File: config.mk
export PLATFORM = sky130hd
export DESIGN_NAME = alsp_ctrl
export DESIGN_NICKNAME = d
export VERILOG_FILES = /design/src/hw/rtl/alsp_pkg.sv /design/src/hw/rtl/alsp_ctrl.sv
export SDC_FILE = /design/constraint.sdc
export NUM_CORES = 1
export LEC_CHECK = 0
export BUFFER_PORTS_ARGS = -buffer_cell sky130_fd_sc_hd__buf_2
export CAP_MARGIN = 20
export CORE_AREA = 2 2 39 41
export DETAILED_ROUTE_END_ITERATION = 7
export DIE_AREA = 0 0 41 43
export SLEW_MARGIN = 20
export SYNTH_ARGS = -nofsm -noshare
export SYNTH_HDL_FRONTEND = slang
export SYNTH_SLANG_ARGS = --single-unit
File: constraint.sdc
create_clock -name i_clk -period 1.4 [get_ports i_clk]
set_input_delay 0.14 -clock i_clk [delete_from_list [all_inputs] [get_ports i_clk]]
set_output_delay 0.14 -clock i_clk [all_outputs]
set_load 0.01 [all_outputs]
File: src/hw/rtl/alsp_pkg.sv
// ----------------------------------------------------------------------------
// alsp_pkg
// Shared types and constants for the allocation size live/peak table:
// channel payloads, slot record layout, and controller/datapath interface.
// ----------------------------------------------------------------------------
`default_nettype none

package alsp_pkg;

    // Default number of distinct sizes the table can hold
    localparam int TABLE_SLOTS_DEF = 64;

    localparam int SIZE_W  = 24;
    localparam int TOTAL_W = 24;
    localparam int LIVE_W  = 16;
    localparam int PEAK_W  = 15;

    localparam logic [TOTAL_W-1:0]       TOTAL_MAX = '1;
    localparam logic signed [LIVE_W-1:0] LIVE_MAX  = 16'sh7FFF;
    localparam logic signed [LIVE_W-1:0] LIVE_MIN  = 16'sh8000;

    // Input event
    typedef struct packed {
        logic              is_alloc;
        logic [SIZE_W-1:0] req_size;
    } t_in;

    // Per-event result
    typedef struct packed {
        logic [TOTAL_W-1:0]       entry_alloc_total;
        logic signed [LIVE_W-1:0] entry_live;
        logic [PEAK_W-1:0]        entry_peak;
        logic                     entry_created;
        logic                     table_full;
    } t_out;

    // One stored table slot
    typedef struct packed {
        logic [SIZE_W-1:0]        size;
        logic [TOTAL_W-1:0]       total;
        logic signed [LIVE_W-1:0] live;
        logic [PEAK_W-1:0]        peak;
    } t_slot;

    // Controller to datapath commands
    typedef struct packed {
        logic load;     // capture event, rewind scan index
        logic rd;       // read slot at scan index
        logic idx_inc;  // advance scan index
        logic hit;      // scan found the size at scan index
        logic finish;   // update/create slot and load result
    } t_cmd;

    // Datapath to controller status
    typedef struct packed {
        logic fill_zero;  // no slot in use
        logic match;      // read slot holds the event's size
        logic last;       // scan index is the last used slot
        logic out_free;   // result register can take a new result
    } t_sts;

endpackage : alsp_pkg

`default_nettype wire

File: src/hw/rtl/alsp_ctrl.sv
// ----------------------------------------------------------------------------
// alsp_ctrl
// Controller: accepts one event, sequences the slot scan over the RAM and
// hands the hit/miss decision to the datapath for the final update.
// ----------------------------------------------------------------------------
`default_nettype none

module alsp_ctrl
    import alsp_pkg::*;
(
    input  wire logic i_clk,
    input  wire logic i_rst_n,
    input  wire logic i_in_valid,
    output logic      o_in_ready,
    input  wire t_sts i_sts,
    output t_cmd      o_cmd
);

    typedef enum logic [3:0] {
        S_IDLE = 4'b0001,
        S_RD   = 4'b0010,
        S_CMP  = 4'b0100,
        S_FIN  = 4'b1000
    } t_state;

    t_state r_state, n_state;
    logic   r_hit, n_hit;

    // Next state
    always_comb begin
        n_state = r_state;
        n_hit   = r_hit;
        unique case (r_state)
            S_IDLE: begin
                if (i_in_valid) begin
                    n_hit   = 1'b0;
                    n_state = i_sts.fill_zero ? S_FIN : S_RD;
                end
            end
            S_RD: begin
                n_state = S_CMP;
            end
            S_CMP: begin
                if (i_sts.match) begin
                    n_hit   = 1'b1;
                    n_state = S_FIN;
                end else if (i_sts.last) begin
                    n_state = S_FIN;
                end else begin
                    n_state = S_RD;
                end
            end
            S_FIN: begin
                if (i_sts.out_free) begin
                    n_state = S_IDLE;
                end
            end
            default: begin
                n_state = S_IDLE;
            end
        endcase
    end

    always_ff @(posedge i_clk) begin
        if (!i_rst_n) begin
            r_state <= S_IDLE;
            r_hit   <= 1'b0;
        end else begin
            r_state <= n_state;
            r_hit   <= n_hit;
        end
    end

    // Commands
    assign o_in_ready    = (r_state == S_IDLE);
    assign o_cmd.load    = (r_state == S_IDLE) && i_in_valid;
    assign o_cmd.rd      = (r_state == S_RD);
    assign o_cmd.idx_inc = (r_state == S_CMP) && !i_sts.match && !i_sts.last;
    assign o_cmd.hit     = r_hit;
    assign o_cmd.finish  = (r_state == S_FIN) && i_sts.out_free;

endmodule : alsp_ctrl

`default_nettype wire

## Yosys cells after proc, flatten, opt, wreduce, memory -nomap -nowiden

Index checks and enable logic that the tools add are counted.

- Flip-flop bits (word level): 5
- Input bits: 7

- Equal/unequal tests: 7
- Multiplexer cells: 9
- Reduce and logical (&&, ||, !) cells: 9

Operators with widths:

| kind | number |
|---|---|
| 4-bit 2-to-1 mux | 5 |
| 4-bit case mux with 4 select lines | 1 |
| 2-bit inequality test (second input constant) | 3 |
| 4-bit by 1-bit equality test with 1-bit output (second input constant) | 1 |
| 4-bit by 2-bit equality test with 1-bit output (second input constant) | 1 |
| 4-bit by 3-bit equality test with 1-bit output (second input constant) | 1 |
| 4-bit equality test (second input constant) | 1 |
| 1-bit logical AND | 4 |
| 3-bit AND reduction | 1 |
| 1-bit logical NOT | 2 |
| 1-bit 2-to-1 mux | 2 |
| 1-bit case mux with 2 select lines | 1 |
| 2-bit AND reduction | 1 |
| 2-bit nonzero test | 1 |

## Logic depth before layout (Yosys ltp)

- Depth in word-level cells: 3
- Depth in mapped cells: 4

## Worst setup path before layout

OpenSTA, ideal clock, no wires.

- Path kind: register to register
- From: reg r_state[1]
- To: reg r_state[3]
- Library setup time: 58 ps
- Arrival time: 1,242 ps
- Required time: 1,342 ps
- Setup slack: 100 ps
- Stages on the path, launching flop included: 5
- Path buffers: 0
- Cell sequence: dfxtp_1 > nor4b_4 > a22o_1 > a21boi_1 > o21a_1

- Longest elaborated chain between the ends: 3
- Elaborated cells between the ends (all ways): 8
- Those cells by class: eq/ne (6); mux (1); reduce/logical (1)

Ends and longest elaborated chain:

| element | RTL line | RTL |
|---|---|---|
| start: declaration | alsp_ctrl.sv:26 | `t_state r_state, n_state;` |
| start signal: assignment | alsp_ctrl.sv:69 | `r_state <= n_state;` |
| 4-bit by 1-bit equality test with 1-bit output * | - |  |
| via o_in_ready | alsp_ctrl.sv:14 | `output logic o_in_ready,` |
| 2-bit inequality test (no line) | - |  |
| 2-bit AND reduction (no line) | - |  |

The timed path passes the listed nets; every way through them passes the cells marked *.
A chain may end at the register's enable or synchronous reset.

==> impl_summary.log <==
INFO  metric drt-initial-drc-count = 2
INFO  metric slew_viol_final = 0
INFO  metric synth_sequential_area_ratio = 0.346
INFO  metric critical_path.startpoint = r_state[3]$_SDFFE_PN0P_
INFO  metric post-place-cells = 57
INFO  metric per_cell_via_count_in_the_routed_design = 4.31
INFO  metric comb_power_share = 0.192
INFO  metric grtUsageMet1 = 0.0841
INFO  metric area_growth_from_synthesis_to_final_layout = 58.0%
INFO  metric power.switching_fraction = 0.248
INFO  metric maxClockFrequency = 698 MHz
INFO  metric cp-start-kind = flop
INFO  metric placementRows = 14
INFO  metric drt_pre_antenna_iters = 2
INFO  metric post-route-period-util = 1.02
INFO  metric cts-hold-fix-buffers = 0
INFO  metric cp_data_arrival_time = 1.29 ns
INFO  metric vias = 280
INFO  metric holdCritPathClass = in -> reg
INFO  metric worst_ir_drop_vdd = 481 µV
INFO  metric holdCritStartpoint = i_rst_n
INFO  metric syn_area = 289 µm²
INFO  metric report.power.total = 401 µW
INFO  metric htree_levels = 1
INFO  metric most-common-layout-cells = sky130_fd_sc_hd__buf_2, sky130_fd_sc_hd__buf_4, sky130_fd_sc_hd__nor4b_4, sky130_fd_sc_hd__clkbuf_4, sky130_fd_sc_hd__dfxtp_2
INFO  metric fp.dieW = 41 µm
INFO  metric antenna-diode-count = 0
INFO  metric die_height = 43 µm
INFO  metric post_synth_num_cell_types = 22
INFO  metric detail-route-antenna-nets = 0
INFO  metric drt-wirelength-per-cell = 9.77 µm
INFO  metric finalSetupViolations = 1
INFO  metric power_share_of_the_clock_group = 0.403
INFO  metric criticalPathCategory = reg -> out
INFO  metric p_int = 301 µW
INFO  metric timing.critical_path.required = 1.26 ns
INFO  metric layout.cells.most_common = sky130_fd_sc_hd__buf_2
INFO  metric violations_in_the_final_reports = setup timing
INFO  metric finClkSkew = 0.00166 ns
INFO  metric layoutNonFillerInstCount = 65
INFO  metric initial_core_util = 0.209
INFO  metric hold-worst-slack = 0.127 ns
INFO  metric routabilityCongestion = 0.766
INFO  metric setup_tns = -0.0329 ns
INFO  metric grt_use_met2 = 0.119
INFO  metric worst_pin_slew = 0.259 ns
INFO  metric syn-mean-instance-area = 9.97 µm²
INFO  metric outcome = finished, violations left
INFO  metric fp.coreArea = 1380 µm²
INFO  metric final.setup.worst_slack = -0.0329 ns
INFO  metric clkLatencyLatePin = 0.24 ns
INFO  metric drt_drc_violations_left = 0
INFO  metric design.final.nets = 57
INFO  metric hpwlAfterDp = 473 µm
INFO  metric first_global_vias = 245
INFO  metric clock_tree_root_driver_cell = sky130_fd_sc_hd__clkbuf_4
INFO  metric grt_setup_unrepaired = true
INFO  metric power.sequential.fraction = 0.405
INFO  metric gr-total-overflow = 0
INFO  metric yosysWarningCount = 0
INFO  metric powerDensity = 877 nW/µm²
INFO  metric port_buffers = 12
INFO  metric top_usage_layer = met2
INFO  metric die_area = 1760 µm²
INFO  metric layout_min_cycle_time = 1.43 ns
INFO  metric synth_seq_cells = 5
INFO  metric clk_path_buf_depth = 2
INFO  metric max-slew-margin-rel = 0.827
INFO  metric clk_pin_slew = 0.04 ns
INFO  metric grt_start_max_net_pins = 7
INFO  metric cts_tree = yes
INFO  metric layout-drive-gt1-share = 0.592
INFO  metric hold_viol = 0
INFO  metric global_route.usage.met3 = 0.0209
INFO  metric cp-end-kind = output port
INFO  metric synth.net_count = 36
INFO  metric max_cap_violations = 0
INFO  metric crit-reg2reg-launch = r_state[3]$_SDFFE_PN0P_
INFO  metric grt_pass1_wl = 924 µm
INFO  metric netlist_instances = 29
INFO  metric highest_net_fanout_along_the_worst_path = 6
INFO  metric grt_antenna_before_repair = 0
INFO  metric floorplan.io_pins = 13
INFO  metric netSwitchingPower = 99.2 µW
INFO  metric postRouteWirelength = 635 µm
INFO  metric cts.sink_count = 5
INFO  metric cts-buffers-inserted = 3
INFO  metric static_leakage = 0.221 nW
INFO  metric global_route_usage_over_all_layers = 0.0775
metrics by stage:
stage / util / worst slack (ns) / cell area (µm²)
final: 0.330 / -0.0329 / 457
after detailed placement: 0.267 / 0.0488 / 369
after floorplan: - / 0.100 / 289
after global routing: 0.330 / -0.124 / 457
after global placement: 0.267 / 0.0421 / 369
after CTS: 0.306 / -0.0468 / 423
sequential cells by signal, summed over array words and instances, names as in the netlist:
register / flops
r_hit: 1
r_state: 4
metal layers:
metal / wire [µm] / part of all wire
met1: 265 / 0.42
met2: 352 / 0.55
met3: 17 / 0.027
met4: 0 / 0
met5: 0 / 0
synth_stat cells:
master / count / share of area
sky130_fd_sc_hd__a21boi_1: 1 / 0.026
sky130_fd_sc_hd__a21oi_1: 1 / 0.017
sky130_fd_sc_hd__a22o_1: 1 / 0.030
sky130_fd_sc_hd__a22oi_1: 1 / 0.026
sky130_fd_sc_hd__and2_1: 1 / 0.022
sky130_fd_sc_hd__and3b_1: 1 / 0.030
sky130_fd_sc_hd__and4b_1: 1 / 0.035
sky130_fd_sc_hd__and4bb_2: 1 / 0.043
sky130_fd_sc_hd__buf_4: 1 / 0.026
sky130_fd_sc_hd__dfxtp_1: 5 / 0.35
sky130_fd_sc_hd__inv_1: 2 / 0.026
sky130_fd_sc_hd__nand2_1: 2 / 0.026
sky130_fd_sc_hd__nor2_1: 2 / 0.026
sky130_fd_sc_hd__nor2b_1: 1 / 0.022
sky130_fd_sc_hd__nor3b_2: 1 / 0.043
sky130_fd_sc_hd__nor4b_1: 1 / 0.030
sky130_fd_sc_hd__nor4b_2: 1 / 0.052
sky130_fd_sc_hd__nor4b_4: 1 / 0.082
sky130_fd_sc_hd__o21a_1: 1 / 0.026
sky130_fd_sc_hd__o21ai_0: 1 / 0.017
sky130_fd_sc_hd__o21ai_1: 1 / 0.017
sky130_fd_sc_hd__xor2_1: 1 / 0.030
cell families (layout without fill, tap and decap cells):
| kind of cell | after synthesis | after routing | synth area share |
|---|---|---|---|
| DFF | 5 | 5 | 0.346 |
| and+or+nand+nor | 13 | 13 | 0.411 |
| buffers and inverters | 3 | 23 | 0.0520 |
| AOI/OAI and AO/OA | 7 | 7 | 0.160 |
| xor gates and xnor gates | 1 | 1 | 0.0303 |
path summary, 6_finish.rpt:
path,end,slack (ns),depth (start not counted)
worst max-delay path,o_cmd[2],-0.03,3
worst min-delay path,r_state[0]$_SDFFE_PN1P_,0.13,2
worst max register to register,r_state[3]$_SDFFE_PN0P_,0.12,4
worst min register to register,r_hit$_SDFFE_PN0P_,0.52,2
power by group through the flow:
stage          Combinational (mW)  Clock (mW)  Sequential (mW)
2_1_floorplan              0.0384           0            0.159
3_3_place_gp               0.0620           0            0.161
3_5_place_dp               0.0621           0            0.161
4_1_cts                    0.0691       0.172            0.163
5_1_grt                    0.0843       0.176            0.163
6_report                   0.0768       0.161            0.162
critical path, cell delays in order, from the launching register on:
cell and delay (ns):
sky130_fd_sc_hd__dfxtp_4 0.37, sky130_fd_sc_hd__nor4b_4 0.29, sky130_fd_sc_hd__nor3b_2 0.23, sky130_fd_sc_hd__buf_2 0.16
final cells by class:
class,instances,area [µm²]
clock buffers,4,26.3
multi-input cells,21,198
flip-flops and latches,5,108
inverters,2,7.51
repair buffers,17,97.6
well taps,16,20.0
fillers,146,927
repair_timing:
item                                    CTS  global route
pin swaps                                 0             3
endpoints found under the hold margin     0             0
setup buffers                             1             3
gates resized for setup                   6             2
endpoints found under the setup margin    3             3
No activity file was read; power rests on OpenSTA's default activity.
